===== src/sbcp_pkg.sv =====
// Shared types for the segment to box collision point block.
// No dependencies.
`timescale 1ns / 1ps

package sbcp_pkg;

  typedef enum logic [1:0] {
    SIDE_BOTTOM = 2'd0,
    SIDE_TOP    = 2'd1,
    SIDE_LEFT   = 2'd2,
    SIDE_RIGHT  = 2'd3
  } side_e;

  typedef struct packed {
    logic  hit;
    side_e side;
    logic  neg;
  } sbcp_ctl_t;

endpackage


===== src/sbcp_div.sv =====
// Pipelined restoring divider: one quotient bit per register stage, CB stages.
// Carries the side control and fixed coordinate along; uses sbcp_pkg.
`timescale 1ns / 1ps

module sbcp_div import sbcp_pkg::*; #(
  parameter int CB = 16
) (
  input  logic              clk_i,
  input  logic              rst_ni,
  input  logic              valid_i,
  output logic              ready_o,
  input  sbcp_ctl_t         ctl_i,
  input  logic [2*CB+3:0]   num_i,
  input  logic [CB:0]       den_i,
  input  logic [CB-1:0]     fix_i,
  output logic              valid_o,
  input  logic              ds_ready_i,
  output sbcp_ctl_t         ctl_o,
  output logic [CB-1:0]     quo_o,
  output logic [CB-1:0]     fix_o
);

  logic [CB-1:0] v_q;
  logic [CB-1:0] en;
  logic [CB:0]   r_q   [CB];
  logic [CB-1:0] nq_q  [CB];
  logic [CB:0]   den_q [CB];
  logic [CB-1:0] fix_q [CB];
  sbcp_ctl_t     ctl_q [CB];

  for (genvar k = 0; k < CB; k++) begin : g_step
    logic          v_src;
    logic [CB:0]   r_src;
    logic [CB-1:0] nq_src;
    logic [CB:0]   den_src;
    logic [CB-1:0] fix_src;
    sbcp_ctl_t     ctl_src;
    logic [CB+1:0] t_w;
    logic [CB+1:0] diff_w;
    logic          ge;

    if (k == 0) begin : g_first
      assign v_src   = valid_i;
      assign r_src   = num_i[2*CB:CB];
      assign nq_src  = num_i[CB-1:0];
      assign den_src = den_i;
      assign fix_src = fix_i;
      assign ctl_src = ctl_i;
    end else begin : g_next
      assign v_src   = v_q[k-1];
      assign r_src   = r_q[k-1];
      assign nq_src  = nq_q[k-1];
      assign den_src = den_q[k-1];
      assign fix_src = fix_q[k-1];
      assign ctl_src = ctl_q[k-1];
    end

    if (k == CB - 1) begin : g_last
      assign en[k] = !v_q[k] || ds_ready_i;
    end else begin : g_mid
      assign en[k] = !v_q[k] || en[k+1];
    end

    assign t_w    = {r_src, nq_src[CB-1]};
    assign ge     = t_w >= {1'b0, den_src};
    assign diff_w = t_w - {1'b0, den_src};

    always_ff @(posedge clk_i or negedge rst_ni) begin
      if (!rst_ni) begin
        v_q[k] <= 1'b0;
      end else if (en[k]) begin
        v_q[k] <= v_src;
      end
    end

    always_ff @(posedge clk_i) begin
      if (en[k]) begin
        r_q[k]   <= ge ? diff_w[CB:0] : t_w[CB:0];
        nq_q[k]  <= {nq_src[CB-2:0], ge};
        den_q[k] <= den_src;
        fix_q[k] <= fix_src;
        ctl_q[k] <= ctl_src;
      end
    end
  end

  assign ready_o = en[0];
  assign valid_o = v_q[CB-1];
  assign ctl_o   = ctl_q[CB-1];
  assign quo_o   = nq_q[CB-1];
  assign fix_o   = fix_q[CB-1];

endmodule


===== config.mk =====
export PLATFORM = sky130hd
export DESIGN_NAME = sbcp_div
export DESIGN_NICKNAME = d
export VERILOG_FILES = /design/src/sbcp_pkg.sv /design/src/sbcp_div.sv
export SDC_FILE = /design/constraint.sdc
export NUM_CORES = 1
export LEC_CHECK = 0
export BUFFER_PORTS_ARGS = -buffer_cell sky130_fd_sc_hd__buf_4
export CORE_AREA = 2 2 330 332
export DETAILED_ROUTE_END_ITERATION = 8
export DIE_AREA = 0 0 332 334
export GPL_ROUTABILITY_DRIVEN = 0
export HOLD_SLACK_MARGIN = 0.15
export PLACE_DENSITY_LB_ADDON = 0.2
export SLEW_MARGIN = 20
export SYNTH_ARGS = -nofsm -noshare
export SYNTH_HDL_FRONTEND = slang
export SYNTH_SLANG_ARGS = --single-unit

===== constraint.sdc =====
create_clock -name clk_i -period 12.2 [get_ports clk_i]
set_input_delay 1.22 -clock clk_i [delete_from_list [all_inputs] [get_ports clk_i]]
set_output_delay 1.22 -clock clk_i [all_outputs]
set_load 0.005 [all_outputs]

==> results of run 1 <==
## logic make-up after synthesis
| family | Yosys count | synth area share, % |
|---|---|---|
| multiplexers | 178 | 4.07 |
| AO/OA/AOI/OAI | 639 | 8.41 |
| flip-flops | 1102 | 67.2 |
| buffers and inverters | 383 | 3.14 |
| adder cells (fa/ha/maj) | 287 | 7.53 |
| XOR/XNOR | 186 | 3.31 |
| AND/OR/NAND/NOR | 646 | 6.38 |
## registers in the layout (all words and copies together), names as in the netlist
name	flops
r_q	255
valid_o	1
fix_q	256
g_step.v_src	15
ctl_q	64
nq_q	256
den_q	255
## placed cells by master, fill, tap and decap left out, types with 12 or more instances in the layout
cell type	count
clkinv_1	24
clkbuf_1	15
xnor2_1	120
o21ai_0	157
o21a_1	49
edfxtp_1	1086
nand2b_1	43
fa_1	15
bufinv_16	14
mux2_2	152
nor3_1	63
nor2b_1	49
a31oi_1	18
clkbuf_16	114
and3_1	19
nand2_1	160
a21oi_1	175
or2_2	18
nor2_1	153
a21o_1	54
o21bai_1	18
o211ai_1	12
xor2_1	66
a211oi_1	23
o31ai_1	12
mux2i_1	20
buf_4	138
inv_1	320
o31a_1	19
ha_1	272
dfrtp_1	16
nand3_1	53
clkinv_2	24
nand4_1	29
## routing by layer
| layer | vias up | track usage [%] |
|---|---|---|
| met5 | - | 0 |
| met4 | 0 | 6.56 |
| met3 | 217 | 2.40 |
| met2 | 381 | 29.3 |
| met1 | 12600 | 16.2 |
| li1 | 13200 | - |
## area by class of cell
cell class	instances	share of cell area, %
multi-input combinational	1936	26.5
tap	1414	3.18
clock inverter	80	1.49
sequential	1102	59.4
inverter	326	2.20
timing repair buffer	138	1.86
clock buffer	137	5.43
## where the power goes
part / internal (W) / total [W] / switching [W]
registers: 0.00558 / 0.00598 / 0.000402
logic: 0.00243 / 0.00517 / 0.00274
clock network: 0.00207 / 0.00348 / 0.00141
total: 0.0101 / 0.0146 / 0.00456
## how the worst max path moves through the flow
| stage | from | to | slack (ns) | cells after the start |
|---|---|---|---|---|
| after floorplan | ds_ready_i | ready_o | 2.48 | 9 |
| after global placement | ds_ready_i | ready_o | 6.49 | 11 |
| after detailed placement | ds_ready_i | ready_o | 6.42 | 11 |
| after CTS | ds_ready_i | ready_o | 6.38 | 11 |
| after global routing | ds_ready_i | ready_o | 6.10 | 11 |
| final | ds_ready_i | ready_o | 6.43 | 11 |
## through the flow
| step | hold WS, ns | instances |
|---|---|---|
| 6_report | 0.402 | 5133 |
| 2_1_floorplan | 0.400 | 3421 |
| 3_5_place_dp | 0.405 | 4916 |
| 3_3_place_gp | 0.400 | 4916 |
| 4_1_cts | 0.362 | 5133 |
| 5_1_grt | 0.380 | 5133 |
## worst register-to-register path: stages, from the launching register on
cell,delay [ns]
dfrtp_1,0.34
nor2b_1,0.50
nand2_4,0.28
nor2_1,0.28
and2_1,0.30
inv_2,0.17
nor3_1,0.71
nand3_4,0.29
nor2_1,0.37
nand2_4,0.16
buf_4,0.40
==> results.md, run 1 <==
* Status: finished clean
* Post-route setup TNS at 0 ns
* GRT Residual Overflow at 0
* Clock Latency Late Sink at 0.69 ns
* Nets at 3982
* CTS tree: done
* Top-level I/O count at 115
* VDD IR-drop max at 0.146 mV
* WL met1 at 32.6 mm
* Top post-synthesis cells by count: edfxtp_1, inv_1, ha_1
* Vias in the first global route at 27100
* Fillers at 9024
* Antenna violations before repair at 0
* RSZ-0062 raised after global routing: false
* Reg-to-reg endpoint: fix_q[0][4]
* DRT iter0 DRCs at 938
* Dpl hpwl at 59.7 mm
* GRT Overall Usage at 15.2%
* Min-Delay Path Depth at 0
* Leading post-synthesis cells by cell area: edfxtp_1, ha_1, mux2_2
* Clock Root Buffer: clkbuf_16
* Routed WL per cell at 16.2 um
* Post-Syn Nets at 3785
* Largest net degree at the start of global routing at 72
* Starting Density at 45.6%
* CP max FO at 16
* Hold buffers post-CTS at 0
* Clk slew on worst S/H paths at 0.06 ns
* Gate Count Post-Synth at 3421
* Worst hold path startpoint: fix_q[0][54]
* Sink Count at 1102
* Placed Area at 51800 um^2
* Pre-CTS setup slack at 6.42 ns
* H-Tree Depth at 3
* Row count at 121
* Post-route minimum period at 5.77 ns
* WP data required at 10.98 ns
* Die area at 111000 um^2
* TritonCTS Buffers at 114
* Syn avg cell area at 14.4 um^2
* Synth warn at 0
* Layout area overhead at 13.1%
* Top delay family on crit path: simple AND/OR/NAND/NOR gates
* Slowest CP cell: nor3_1
* Count leader, synth: edfxtp_1
* R2r setup slk at 7.93 ns
* Actual slew at the worst max-slew pin at 1.02 ns
* Clock Skews at 0.0216 ns
* Final setup fails at 0
* Worst setup SP type: input port
* Metal2 WL at 44.8 mm
* DRC errors left at 0
* Seq cells post-synth at 1102
* Final worst slack at 6.43 ns
* First-pass GRT wire length at 136 mm
* Final hold violations at 0
* Pre-Repair DR Iteration Count at 5
* Routed vias at 26300
* Peak Freq at 0.173 GHz
* Max_slew headroom at 32.2%
* Highest metal used: met4
* WS Path Type: input port to primary output
* Post-synthesis sequential area ratio at 67.2%
* Final period utilization at 47.3%
* Sequential cell area at 33000 um^2
* Multi-input gate area at 14700 um^2
* Final Max Tran Viols at 0
* Slowest stage delay, CP at 0.71 ns
* Top-area cell type share of the netlist area at 66.3%
* Worst min path class: flip-flop to flip-flop
* Reg2Reg Launch Point: valid_o
* Inserted Diodes at 0
* Core ar. at 108000 um^2
* Fin area at 55600 um^2
* Die Height at 334 um
* R2R depth at 10
* Bufs and invs on worst path at 3
* CP Cell Sequence: buf_4 -> nor2b_1 -> nand2_4 -> nor2_1 -> and2_1 -> inv_2 -> nor3_1 -> nand3_4 -> nor2_1 -> nand2_4 -> buf_4
* Final Util at 51.6%
* Die width at 332 um
* Max Cap Viol at 0
* Vias per cell at 5.13
* Post-CTS Resized at 0
* Arr. time, crit path at 4.55 ns
* CP Capture Type: primary output
* Area leader, netlist: edfxtp_1
* Count of buffers from port buffering at 111
* Setup Buffers After CTS at 0
* Static Leakage at 21.9 nW
* Distinct cells, synth at 72
* Total power at 0.0146 W
* Share of post-route cells with drive strength above 1 at 14.3%
* Number of flops mapped to enable cells by yosys at 1086
* Met3 wire len at 2.24 mm
* CTS Buffer Depth at 3
* Power Dens Cells at 263 nW/um^2
* Synth Flop Type: edfxtp_1
* Antenna Violating Nets Remaining at 0
* Routed WL at 83.2 mm
* Cell area after synthesis at 49200 um^2
* Async S/R FF share, synth at 1.45%
* Hold Path End: fix_q[0][70]
Power figures use the tool's default switching activity.
==> inputs of run 2 (changes only) <==
Clock period 12.2 ns to 5.8 ns, I/O delays scaled along.
==> run 2 against run 1 <==
  * Via count increased by 0.90%
  * First-iteration DRC count increased by 22%
  * Wire length increased by 0.90%
  * Worst setup slack got worse by 5.4 ns
  * Count of clock-buffer cells in the layout increased by 7
  * Clock skew increased by 0.0025 ns
  * Utilization increased by 0.44 points
  * Cell count increased by 1.1%
  * Register-to-register slack got worse by 6.2 ns
  * Sequential cell count unchanged
  * Clock power increased by 100%
  * Total power increased by 110%
  * Largest power group unchanged
==> results.md, run 2 (synthesized netlist as in run 1, its figures left out) <==
* Most frequent cells in the layout: edfxtp_1, inv_1, ha_1
* Nets at 4039
* Arr. time, crit path at 4.18 ns
* Final period utilization at 82.0%
* Inserted Diodes at 0
* TritonCTS Buffers at 113
* Non-filler instance count after layout at 5189
* Clk slew on worst S/H paths at 0.06 ns
* Clock Latency Late Sink at 0.69 ns
* Antenna violations before repair at 0
* Vias in the first global route at 27300
* CP Capture Type: primary output
* Routed vias at 26600
* GRT Overall Usage at 15.2%
* WP data required at 5.22 ns
* Top flop regs: fix_q (256), nq_q (256)
* DRT iter0 DRCs at 1144
* Max_slew headroom at 28.9%
* Power Dens Cells at 546 nW/um^2
* Antenna Violating Nets Remaining at 0
* Clock power frac at 23.2%
* H-Tree Depth at 3
* WS Path Type: flip-flop to primary output
* Routed WL per cell at 16.2 um
* Die width at 332 um
* First-pass GRT wire length at 137 mm
* Post-route setup TNS at 0 ns
* Actual slew at the worst max-slew pin at 1.06 ns
* Net Sw Power at 0.00956 W
* Flop pwr share at 41.2%
* Layout area overhead at 14.1%
* Routed WL at 83.9 mm
* Placed Area at 51800 um^2
* Vias per cell at 5.12
* Max Cap Viol at 0
* CP max FO at 28
* Worst min path class: input port to flip-flop
* Total power at 0.0306 W
* Row count at 121
* Count of buffers from port buffering at 111
* Clock Skews at 0.0241 ns
* Status: finished clean
* Die Height at 334 um
* Pre-Repair DR Iteration Count at 7
* Fin area at 56100 um^2
* CTS Buffer Depth at 3
* Sink Count at 1102
* Dpl hpwl at 60.3 mm
* Final hold violations at 0
* Top-level I/O count at 115
* VDD IR-drop max at 0.262 mV
* Placed Cells at 4919
* Peak Freq at 0.210 GHz
* GRT Residual Overflow at 0
* Combinational share of power at 35.6%
* Static Leakage at 22.1 nW
* Core ar. at 108000 um^2
* Final setup fails at 0
* Switching Fraction at 31.2%
* Starting Density at 45.6%
* Post-route minimum period at 4.76 ns
* DRC errors left at 0
* Largest net degree at the start of global routing at 72
* Fillers at 8957
* Share of post-route cells with drive strength above 1 at 14.0%
* CTS tree: done
* Die area at 111000 um^2
* Clock Root Buffer: clkbuf_16
* RSZ-0062 raised after global routing: false
* P_int at 0.0210 W
* Most common cell after layout, fill and taps aside: edfxtp_1
* Final Util at 52.0%
* Final Max Tran Viols at 0
* Worst setup SP type: flip-flop
run 2: worst paths after layout:
kind	startpoint	to	slack (ns)	depth (start not counted)
worst max-delay path	valid_o	ready_o	1.04	10
worst min-delay path	num_i[25]	r_q[0][10]	0.21	2
worst max register to register	valid_o	fix_q[0][10]	1.77	10
worst min register to register	nq_q[14][7]	nq_q[15][8]	0.41	0
max in group asynchronous	rst_ni	g_step[9].v_src	5.29	2
min in group asynchronous	rst_ni	g_step[3].v_src	0.31	2
run 2: per-stage QoR:
step | hold WS (ns) | worst slack [ns]
2_1_floorplan | 0.284 | 0.0304
3_3_place_gp | 0.400 | 1.33
3_5_place_dp | 0.405 | 1.31
4_1_cts | 0.152 | 0.887
5_1_grt | 0.168 | 0.615
6_report | 0.207 | 1.04
run 2: cell type report:
type | instances | area (um^2) | share of cell area, %
flip-flops and latches | 1102 | 33000 | 58.9
multi-input cells | 1936 | 14700 | 26.3
clock buffers | 144 | 3000 | 5.34
well taps | 1414 | 1770 | 3.15
repair buffers | 196 | 1610 | 2.87
inverters | 326 | 1230 | 2.20
clock inverters | 71 | 716 | 1.28
run 2: power by group through the flow:
stage | sequential, W | combinational (W) | clock [W]
after CTS | 0.0126 | 0.0110 | 0.00733
after global placement | 0.0127 | 0.0107 | 0
after global routing | 0.0128 | 0.0123 | 0.00764
after floorplan | 0.0124 | 0.00870 | 0
final | 0.0126 | 0.0109 | 0.00711
after detailed placement | 0.0128 | 0.0108 | 0
run 2: worst max-delay path, cell delays in order (launching register included):
cell and delay [ns]:
dfrtp_1 0.33, nor2b_1 0.46, nand2_4 0.28, nor2_1 0.27, and2_1 0.37, clkinvlp_4 0.21, nor3_4 0.34, nand3_4 0.30
nor2_2 0.32, nand2_4 0.30, buf_4 0.26
run 2: timing repair:
action | 4_1_cts | 5_1_grt
hold buffers | 55 | 0
setup buffers | 0 | 0
resized for setup | 0 | 0
hold endpoints to repair | 70 | 0
run 2: metal layers:
| metal | up-vias | track usage (%) | part of all wire (%) | wire [um] |
|---|---|---|---|---|
| met5 | - | 0 | 0 | 0 |
| met2 | 405 | 29.3 | 54 | 45500 |
| li1 | 13300 | - | - | - |
| met1 | 12700 | 16.4 | 39 | 32500 |
| met4 | 0 | 6.47 | 4.1 | 3450 |
| met3 | 199 | 2.53 | 3.0 | 2520 |
